## src/hw/rtl/masmu_pkg.sv

```systemverilog
`timescale 1ns / 1ps
`default_nettype none

package masmu_pkg;

   // element and index widths, grid size and depth, result count and bus widths
   localparam int ELEM_W      = 32;
   localparam int IDX_W       = 2;
   localparam int GRID        = 4;
   localparam int ADDR_W      = 2 * IDX_W;
   localparam int DEPTH       = GRID * GRID;
   localparam int MAX_RESULTS = 16;
   localparam int RES_W       = 4;
   localparam int MODE_W      = 2;
   localparam int REQ_TDATA_W = 40;
   localparam int RSP_TDATA_W = 40;

   // default matrix dimensions
   localparam int DEF_ROWS  = 4;
   localparam int DEF_INNER = 4;
   localparam int DEF_COLS  = 4;

   // request kinds carried on tuser
   typedef enum logic [1:0] {
      REQ_LOAD_A = 2'd0,
      REQ_LOAD_B = 2'd1,
      REQ_START  = 2'd2
   } req_kind_type;

   // operation modes
   typedef enum logic [MODE_W-1:0] {
      MODE_ADD = 2'd0,
      MODE_SUB = 2'd1,
      MODE_MUL = 2'd2
   } mode_type;

   localparam logic [MODE_W-1:0] MODE_RESET = MODE_MUL;

   // sequencer to arithmetic unit controls
   typedef struct packed {
      logic [MODE_W-1:0] op;
      logic              rd_en;
      logic              prod_en;
      logic              acc_en;
      logic              acc_clr;
   } alu_ctrl_type;

endpackage

`default_nettype wire

```

## src/hw/rtl/matrix_add_sub_multiply_unit.sv

```systemverilog
`timescale 1ns / 1ps
`default_nettype none

// Integer matrix engine. Requests on req_ load one element of A or B or
// start a run; op_mode on the csr_ channel picks add, subtract or multiply
// (reset: multiply). A run walks the result matrix in row-major order
// through one read port on each element memory and one shared
// multiply-accumulate unit: each partial product steps through read,
// combine and accumulate, and each result then waits for hand-over until
// the output is free; add and subtract take one partial product per result,
// multiply INNER. At most 16 results are sent, the last with rsp_tlast set.
// Requests are taken only between runs. Element memories come up unwritten
// and need no clearing; every element a run reads must have been loaded
// first. op_mode must be changed only while idle; the block does not check.

module matrix_add_sub_multiply_unit #(
   parameter int ROWS  = masmu_pkg::DEF_ROWS,
   parameter int INNER = masmu_pkg::DEF_INNER,
   parameter int COLS  = masmu_pkg::DEF_COLS
) (
   input  logic                               clock,
   input  logic                               reset,
   // request: [1:0] row_index, [3:2] col_index, [35:4] elem_value, rest zero
   input  logic                               req_tvalid,
   output logic                               req_tready,
   input  logic [masmu_pkg::REQ_TDATA_W-1:0]  req_tdata,
   // request: [1:0] req_type
   input  logic [1:0]                         req_tuser,
   // result: [1:0] out_row, [3:2] out_col, [35:4] out_value, rest zero
   output logic                               rsp_tvalid,
   input  logic                               rsp_tready,
   output logic [masmu_pkg::RSP_TDATA_W-1:0]  rsp_tdata,
   output logic                               rsp_tlast,
   input  logic                               csr_valid,
   output logic                               csr_ready,
   input  logic [masmu_pkg::MODE_W-1:0]       csr_data
);
   import masmu_pkg::*;

   localparam int DIM_RI  = (ROWS > INNER) ? ROWS : INNER;
   localparam int DIM_MAX = (DIM_RI > COLS) ? DIM_RI : COLS;
   localparam int DIM_W   = ($clog2(DIM_MAX) > IDX_W) ? $clog2(DIM_MAX) : IDX_W;

   typedef enum logic [2:0] {
      ST_IDLE,
      ST_READ,
      ST_MUL,
      ST_ACC,
      ST_EMIT
   } state_type;

   state_type         state_ff;
   logic [MODE_W-1:0] mode_ff;
   logic [DIM_W-1:0]  i_ff;
   logic [DIM_W-1:0]  j_ff;
   logic [DIM_W-1:0]  k_ff;
   logic [RES_W-1:0]  res_ff;
   logic              rsp_valid_ff;
   logic [IDX_W-1:0]  rsp_row_ff;
   logic [IDX_W-1:0]  rsp_col_ff;
   logic [ELEM_W-1:0] rsp_value_ff;
   logic              rsp_last_ff;

   logic              req_fire;
   logic              is_mul;
   logic [DIM_W-1:0]  col_last;
   logic [DIM_W-1:0]  k_last;
   logic              elem_last;
   logic              out_free;
   logic              emit_go;
   logic [DIM_W-1:0]  a_row;
   logic [DIM_W-1:0]  a_col;
   logic [DIM_W-1:0]  b_row;
   logic [DIM_W-1:0]  b_col;
   logic              a_ok;
   logic              b_ok;
   logic [ADDR_W-1:0] req_addr;
   logic [ADDR_W-1:0] a_rd_addr;
   logic [ADDR_W-1:0] b_rd_addr;
   logic [ELEM_W-1:0] a_data;
   logic [ELEM_W-1:0] b_data;
   logic [ELEM_W-1:0] acc;
   alu_ctrl_type      alu_ctrl;

   assign req_fire  = req_tvalid && req_tready;
   assign req_tready = (state_ff == ST_IDLE);
   assign csr_ready = 1'b1;
   assign req_addr  = {req_tdata[IDX_W-1:0], req_tdata[2*IDX_W-1:IDX_W]};

   // loop limits: add and subtract walk ROWS x INNER with one step each
   assign is_mul    = (mode_ff == MODE_MUL);
   assign col_last  = is_mul ? DIM_W'(COLS - 1) : DIM_W'(INNER - 1);
   assign k_last    = is_mul ? DIM_W'(INNER - 1) : '0;
   assign elem_last = ((i_ff == DIM_W'(ROWS - 1)) && (j_ff == col_last)) ||
                      (res_ff == RES_W'(MAX_RESULTS - 1));
   assign out_free  = !rsp_valid_ff || rsp_tready;
   assign emit_go   = (state_ff == ST_EMIT) && out_free;

   // operand addresses, out-of-grid cells are masked to zero
   assign a_row = i_ff;
   assign a_col = is_mul ? k_ff : j_ff;
   assign b_row = is_mul ? k_ff : i_ff;
   assign b_col = j_ff;
   assign a_ok  = ({1'b0, a_row} < (DIM_W + 1)'(GRID)) && ({1'b0, a_col} < (DIM_W + 1)'(GRID));
   assign b_ok  = ({1'b0, b_row} < (DIM_W + 1)'(GRID)) && ({1'b0, b_col} < (DIM_W + 1)'(GRID));
   assign a_rd_addr = {a_row[IDX_W-1:0], a_col[IDX_W-1:0]};
   assign b_rd_addr = {b_row[IDX_W-1:0], b_col[IDX_W-1:0]};

   // controls for the arithmetic unit
   always_comb begin
      alu_ctrl.op      = mode_ff;
      alu_ctrl.rd_en   = (state_ff == ST_READ);
      alu_ctrl.prod_en = (state_ff == ST_MUL);
      alu_ctrl.acc_en  = (state_ff == ST_ACC);
      alu_ctrl.acc_clr = (k_ff == '0);
   end

   // element memories, loads only happen while idle so no overlap with reads
   masmu_ram u_a_ram (
      .clock   (clock),
      .wr_en   (req_fire && (req_tuser == REQ_LOAD_A)),
      .wr_addr (req_addr),
      .wr_data (req_tdata[2*IDX_W+ELEM_W-1:2*IDX_W]),
      .rd_addr (a_rd_addr),
      .rd_data (a_data)
   );

   masmu_ram u_b_ram (
      .clock   (clock),
      .wr_en   (req_fire && (req_tuser == REQ_LOAD_B)),
      .wr_addr (req_addr),
      .wr_data (req_tdata[2*IDX_W+ELEM_W-1:2*IDX_W]),
      .rd_addr (b_rd_addr),
      .rd_data (b_data)
   );

   masmu_alu u_alu (
      .clock  (clock),
      .ctrl   (alu_ctrl),
      .a_ok   (a_ok),
      .b_ok   (b_ok),
      .a_data (a_data),
      .b_data (b_data),
      .acc    (acc)
   );

   // sequencer, counters and result register
   always_ff @(posedge clock) begin
      if (reset) begin
         state_ff     <= ST_IDLE;
         mode_ff      <= MODE_RESET;
         i_ff         <= '0;
         j_ff         <= '0;
         k_ff         <= '0;
         res_ff       <= '0;
         rsp_valid_ff <= 1'b0;
      end else begin
         if (csr_valid && csr_ready) begin
            mode_ff <= csr_data;
         end
         // taken result clears unless a new one replaces it
         if (rsp_valid_ff && rsp_tready && !emit_go) begin
            rsp_valid_ff <= 1'b0;
         end
         case (state_ff)
            ST_IDLE: begin
               i_ff   <= '0;
               j_ff   <= '0;
               k_ff   <= '0;
               res_ff <= '0;
               if (req_fire && (req_tuser == REQ_START) &&
                   (mode_ff inside {MODE_ADD, MODE_SUB, MODE_MUL})) begin
                  state_ff <= ST_READ;
               end
            end
            ST_READ: begin
               state_ff <= ST_MUL;
            end
            ST_MUL: begin
               state_ff <= ST_ACC;
            end
            ST_ACC: begin
               if (k_ff == k_last) begin
                  state_ff <= ST_EMIT;
               end else begin
                  k_ff     <= k_ff + DIM_W'(1);
                  state_ff <= ST_READ;
               end
            end
            ST_EMIT: begin
               if (emit_go) begin
                  rsp_valid_ff <= 1'b1;
                  rsp_row_ff   <= i_ff[IDX_W-1:0];
                  rsp_col_ff   <= j_ff[IDX_W-1:0];
                  rsp_value_ff <= acc;
                  rsp_last_ff  <= elem_last;
                  k_ff         <= '0;
                  res_ff       <= res_ff + RES_W'(1);
                  if (elem_last) begin
                     state_ff <= ST_IDLE;
                  end else begin
                     state_ff <= ST_READ;
                     if (j_ff == col_last) begin
                        j_ff <= '0;
                        i_ff <= i_ff + DIM_W'(1);
                     end else begin
                        j_ff <= j_ff + DIM_W'(1);
                     end
                  end
               end
            end
            default: begin
               state_ff <= ST_IDLE;
            end
         endcase
      end
   end

   assign rsp_tvalid = rsp_valid_ff;
   assign rsp_tlast  = rsp_last_ff;
   assign rsp_tdata  = {{(RSP_TDATA_W - 2*IDX_W - ELEM_W){1'b0}},
                        rsp_value_ff, rsp_col_ff, rsp_row_ff};

endmodule

`default_nettype wire

```

## src/hw/rtl/masmu_ram.sv

```systemverilog
`timescale 1ns / 1ps
`default_nettype none

module masmu_ram (
   input  logic                          clock,
   input  logic                          wr_en,
   input  logic [masmu_pkg::ADDR_W-1:0]  wr_addr,
   input  logic [masmu_pkg::ELEM_W-1:0]  wr_data,
   input  logic [masmu_pkg::ADDR_W-1:0]  rd_addr,
   output logic [masmu_pkg::ELEM_W-1:0]  rd_data
);
   import masmu_pkg::*;

   logic [ELEM_W-1:0] mem [DEPTH];
   logic [ELEM_W-1:0] rd_data_ff;

   // one write port, one registered read port
   always_ff @(posedge clock) begin
      if (wr_en) begin
         mem[wr_addr] <= wr_data;
      end
      rd_data_ff <= mem[rd_addr];
   end

   assign rd_data = rd_data_ff;

endmodule

`default_nettype wire

```

## src/hw/rtl/masmu_alu.sv

```systemverilog
`timescale 1ns / 1ps
`default_nettype none

module masmu_alu (
   input  logic                          clock,
   input  masmu_pkg::alu_ctrl_type       ctrl,
   input  logic                          a_ok,
   input  logic                          b_ok,
   input  logic [masmu_pkg::ELEM_W-1:0]  a_data,
   input  logic [masmu_pkg::ELEM_W-1:0]  b_data,
   output logic [masmu_pkg::ELEM_W-1:0]  acc
);
   import masmu_pkg::*;

   logic                a_ok_ff;
   logic                b_ok_ff;
   logic [ELEM_W-1:0]   a_val;
   logic [ELEM_W-1:0]   b_val;
   logic [ELEM_W-1:0]   mul_low;
   logic [ELEM_W-1:0]   prod_in;
   logic [ELEM_W-1:0]   prod_ff;
   logic [ELEM_W-1:0]   acc_in;
   logic [ELEM_W-1:0]   acc_ff;

   // cells outside the grid read as zero, flag follows the memory latency
   always_ff @(posedge clock) begin
      if (ctrl.rd_en) begin
         a_ok_ff <= a_ok;
         b_ok_ff <= b_ok;
      end
   end

   assign a_val   = a_ok_ff ? a_data : '0;
   assign b_val   = b_ok_ff ? b_data : '0;
   // only the low word of the product is kept, same for signed and unsigned
   assign mul_low = a_val * b_val;

   // operand combine, wraps modulo 2^32
   always_comb begin
      case (ctrl.op)
         MODE_ADD: prod_in = a_val + b_val;
         MODE_SUB: prod_in = a_val - b_val;
         default:  prod_in = mul_low;
      endcase
   end

   assign acc_in = (ctrl.acc_clr ? '0 : acc_ff) + prod_ff;

   // product stage then accumulator
   always_ff @(posedge clock) begin
      if (ctrl.prod_en) begin
         prod_ff <= prod_in;
      end
      if (ctrl.acc_en) begin
         acc_ff <= acc_in;
      end
   end

   assign acc = acc_ff;

endmodule

`default_nettype wire

```

## config.mk

```make
export PLATFORM = sky130hd
export DESIGN_NAME = matrix_add_sub_multiply_unit
export DESIGN_NICKNAME = d
export VERILOG_FILES = /design/src/hw/rtl/masmu_pkg.sv /design/src/hw/rtl/matrix_add_sub_multiply_unit.sv /design/src/hw/rtl/masmu_ram.sv /design/src/hw/rtl/masmu_alu.sv
export SDC_FILE = /design/constraint.sdc
export NUM_CORES = 2
export LEC_CHECK = 0
export BUFFER_PORTS_ARGS = -buffer_cell sky130_fd_sc_hd__buf_2
export CAP_MARGIN = 10
export CORE_ASPECT_RATIO = 0.7
export CORE_MARGIN = 2
export CORE_UTILIZATION = 55
export DETAILED_ROUTE_END_ITERATION = 8
export GPL_TIMING_DRIVEN = 0
export PLACE_DENSITY = 0.7
export RECOVER_POWER = 100
export SKIP_LAST_GASP = 1
export SYNTH_ARGS = -nofsm -noshare
export SYNTH_HDL_FRONTEND = slang
export SYNTH_HIERARCHICAL = 1
export SYNTH_SLANG_ARGS = --single-unit
```

## constraint.sdc

```tcl
create_clock -name clock -period 8.9 [get_ports clock]
set_input_delay 0 -clock clock [delete_from_list [all_inputs] [get_ports clock]]
set_output_delay 0 -clock clock [all_outputs]
set_load 0.02 [all_outputs]
```

==> results.sh <==
export IMPL_die_y_um=288.0
export IMPL_tritoncts="yes"
export IMPL_period_minus_slack_ns=8.858
export IMPL_synth_ff_type="edfxtp_1"
export IMPL_setup_viol=0
export IMPL_cap_viol_max_count=15
export IMPL_status="finished with violations"
export IMPL_numPortBuffers=83
export IMPL_antenna_found_initial=4
export IMPL_yosys_warnings=6
export IMPL_final_layout_size_suffix_gt1_share_pct=13.18
export IMPL_netlist_area_um2=63360
export IMPL_ant_nets=0
export IMPL_endpoint_kind="flip-flop"
export IMPL_fin_crit_sh_pct=99.53
export IMPL_crit_path_start_kind="flip-flop"
export IMPL_setup_tns_ns=0
export IMPL_syn2layout_area_growth_pct=11.22
export IMPL_path_class="flip-flop to flip-flop"
export IMPL_numCtsBuffers=107
export IMPL_crit_family="adder cells"
export IMPL_wl_per_cell_um=28.74
export IMPL_clock_path_buffers=3
export IMPL_avgSynthCellArea_um2=14.63
export IMPL_synth_seq_cells=1207
export IMPL_gr_total_overflow=0
export IMPL_drc=0
export IMPL_dr_pass1_iters=8
export IMPL_p_per_area_nw_per_um2=201.4
export IMPL_violations="hold timing, capacitance limit, slew limit"
export IMPL_tightestPinTransition_ns=3.181
export IMPL_path_buf_inv=5
export IMPL_ys_seq_area_share_pct=55.94
export IMPL_grt_pass1_wl_mm=262.1
export IMPL_worstSkewPairLatency_ns=0.73
export IMPL_hold_depth=3
export IMPL_reg2regPathDepth=26
export IMPL_core_area_um2=114600
export IMPL_path_clk_slew_ns=0.07
export IMPL_worst_hold_slack_ns=-0.01179
export IMPL_total_power_mw=14.19
export IMPL_rows=104
export IMPL_path_max_fanout=10
export IMPL_worstPathArrival_ns=9.30
export IMPL_initial_core_util_pct=55.27
export IMPL_netlist_instances=4330
export IMPL_clock_sinks=1207
export IMPL_crit_slowest_cell="fa_1"
export IMPL_irDropWorstVdd_v=0.0002176
export IMPL_die_area_um2=118000
export IMPL_worst_path_most_repeated_cell="fa_1"
export IMPL_cp_required_ns=9.35
export IMPL_drtIter0Drc=5480
export IMPL_grt_max_degree=42
export IMPL_finalHoldViolCount=7
export IMPL_root_buffer="clkbuf_16"
export IMPL_vias=38989
export IMPL_max_freq_ghz=0.1129
export IMPL_dpl_hpwl_mm=129.9
export IMPL_h_tree_depth=3
export IMPL_synth_enable_flop_cells=1127
export IMPL_wirelength_mm=179.8
export IMPL_grtUsageTotal_pct=30.92
export IMPL_slew_viol_final=410
export IMPL_viasPerCell=6.230
export IMPL_fin_skew_ns=0.07754
export IMPL_place_congestion=1.018
export IMPL_ys_async_sr_fraction_pct=0
export IMPL_cp_depth=26
export IMPL_die_w_um=409.7
export IMPL_cpPeakStageDelay_ns=0.55
export IMPL_hp_class="input pin to flip-flop"
export IMPL_max_slew_margin_pct=-112.9
export IMPL_ios=93
export IMPL_leakage_nw=25.60
export IMPL_setup_ws_ns=0.04223
export IMPL_grt_pass1_vias=38409
export IMPL_place_ws_ns=-1.774
export IMPL_rsz0062_at_grt="true"
export IMPL_nNetsFinal=5279
export IMPL_synth_cell_type_count=86
-- cell usage after synthesis, types with 9 or more instances --
cell type / number / area, um2
xnor2_1: 111 / 972.2
nand2_1: 354 / 1329
nor2b_1: 50 / 312.8
and2_1: 31 / 193.9
fa_1: 410 / 8208
nor3_1: 23 / 115.1
a211oi_1: 11 / 82.58
buf_2: 19 / 95.09
nand2b_1: 20 / 125.1
buf_4: 23 / 172.7
o21bai_1: 9 / 67.56
and3_1: 14 / 87.58
nor3b_1: 9 / 67.56
o21ai_0: 67 / 335.3
o21a_1: 11 / 82.58
ha_1: 190 / 2377
nor2_1: 407 / 1528
clkinv_1: 17 / 63.81
a22oi_1: 134 / 1006
a21o_1: 45 / 337.8
buf_1: 26 / 97.59
mux4_2: 256 / 5766
nand3_1: 62 / 310.3
inv_1: 416 / 1562
a31oi_1: 19 / 118.9
dfxtp_1: 80 / 1602
xor2_1: 48 / 420.4
edfxtp_1: 1127 / 33840
a21oi_1: 73 / 365.4
clkbuf_1: 125 / 469.2
-- state kept, by name, summed over array words and instances, names as in the netlist --
register	flops
rsp_value_ff	32
k_ff	2
u_a_ram/rd_data	32
b_col	2
rsp_row_ff	2
res_ff	4
rsp_tlast	1
rsp_tvalid	1
u_alu/b_ok_ff	1
state_ff	3
u_b_ram/mem	512
u_alu/acc	32
u_alu/prod_ff	32
u_b_ram/rd_data	32
u_alu/a_ok_ff	1
a_row	2
mode_ff	2
u_a_ram/mem	512
rsp_col_ff	2
-- final timing paths --
| path | from | end | slack [ns] |
|---|---|---|---|
| setup / recovery | u_alu/a_ok_ff$_DFFE_PP_ | u_alu/prod_ff[29]$_DFFE_PP_ | 0.04 |
| hold reg to reg | u_alu/acc[6]$_DFFE_PP_ | rsp_value_ff[6]$_DFFE_PP_ | 0.45 |
| setup reg to reg | u_alu/a_ok_ff$_DFFE_PP_ | u_alu/prod_ff[29]$_DFFE_PP_ | 0.04 |
| hold / removal | req_tdata[0] | u_a_ram/mem[4][5]$_DFFE_PP_ | -0.01 |
-- per-stage QoR --
stage | hold slack (ns) | std cells | utilization, % | instance area, um2
floorplan | 0.07827 | 4335 | - | 63380
global placement | 0.2076 | 5955 | 57.32 | 65720
detailed placement | 0.2117 | 6011 | 58.28 | 66810
CTS | 0.009801 | 6250 | 61.75 | 70790
global route | -0.03480 | 6257 | 61.47 | 70470
finish | -0.01179 | 6258 | 61.47 | 70470
-- layout by cell type (no fill, tap or decap), types with 20 or more instances in the layout --
cell type and instances:
a21oi_1 73, a22oi_1 134, clkbuf_1 211, inv_1 413, clkinv_1 20, xnor2_1 110, buf_2 34, nor2_1 403
dlygate4sd3_1 45, ha_1 190, buf_4 34, mux4_2 256, buf_1 22, nand3_1 62, edfxtp_1 1127, nand2_1 340
clkbuf_16 109, buf_6 23, clkbuf_2 26, a21o_1 45, and2_1 28, dfxtp_1 80, o21ai_0 66, fa_1 410
nor2b_1 50, xor2_1 48, nand2b_1 20
-- power breakdown --
group	switching [mW]	leakage, nW	total [mW]	internal, mW
combinational	2.10	13.1	3.30	1.19
sequential	0.0280	10.8	6.36	6.33
clock	2.03	1.66	4.53	2.50
total	4.16	25.6	14.2	10.0
-- what timing repair did --
| item | CTS | global route |
|---|---|---|
| setup buffers | 0 | 9 |
| setup endpoints to repair | 20 | 7 |
| pin swaps | 1 | 1 |
| endpoints found under the hold margin | 1111 | 0 |
| cloned | 0 | 0 |
| hold buffers | 45 | 0 |
| resized for setup | 53 | 73 |
-- kinds of logic (layout without fill, tap and decap cells) --
| logic type | after synthesis | count (layout) | synth area share, % |
|---|---|---|---|
| AOI/OAI and AO/OA | 441 | 441 | 4.838 |
| and+or+nand+nor | 1025 | 1025 | 7.101 |
| adders and majority gates | 602 | 602 | 16.74 |
| buffers and inverters | 629 | 1013 | 3.924 |
| other | 2 | 9 | 0.01185 |
| DFF | 1207 | 1207 | 55.94 |
| muxes | 265 | 265 | 9.246 |
| xor gates and xnor gates | 159 | 159 | 2.198 |
-- area by class of cell --
class,instances,area (um2)
Antenna cell,2,5.005
Buffer,188,928.4
Clock buffer,159,3015
Clock inverter,39,407.9
Fill cell,8573,44170
Inverter,434,1664
Multi-Input combinational cell,2499,25580
Sequential cell,1207,35440
Tap cell,1537,1923
Timing Repair Buffer,193,1496
-- tightest hold or removal path: stages --
cell and delay (ns):
buf_2 0.15, nand3b_1 0.19, nor3_2 0.15
-- per-layer routing --
metal  track usage [%]  part of all wire, %
met5                 0                0.018
met4             6.526                  2.2
met3             10.72                   15
met2             41.35                   40
met1             48.78                   43
No activity file was read; power rests on OpenSTA's default activity.
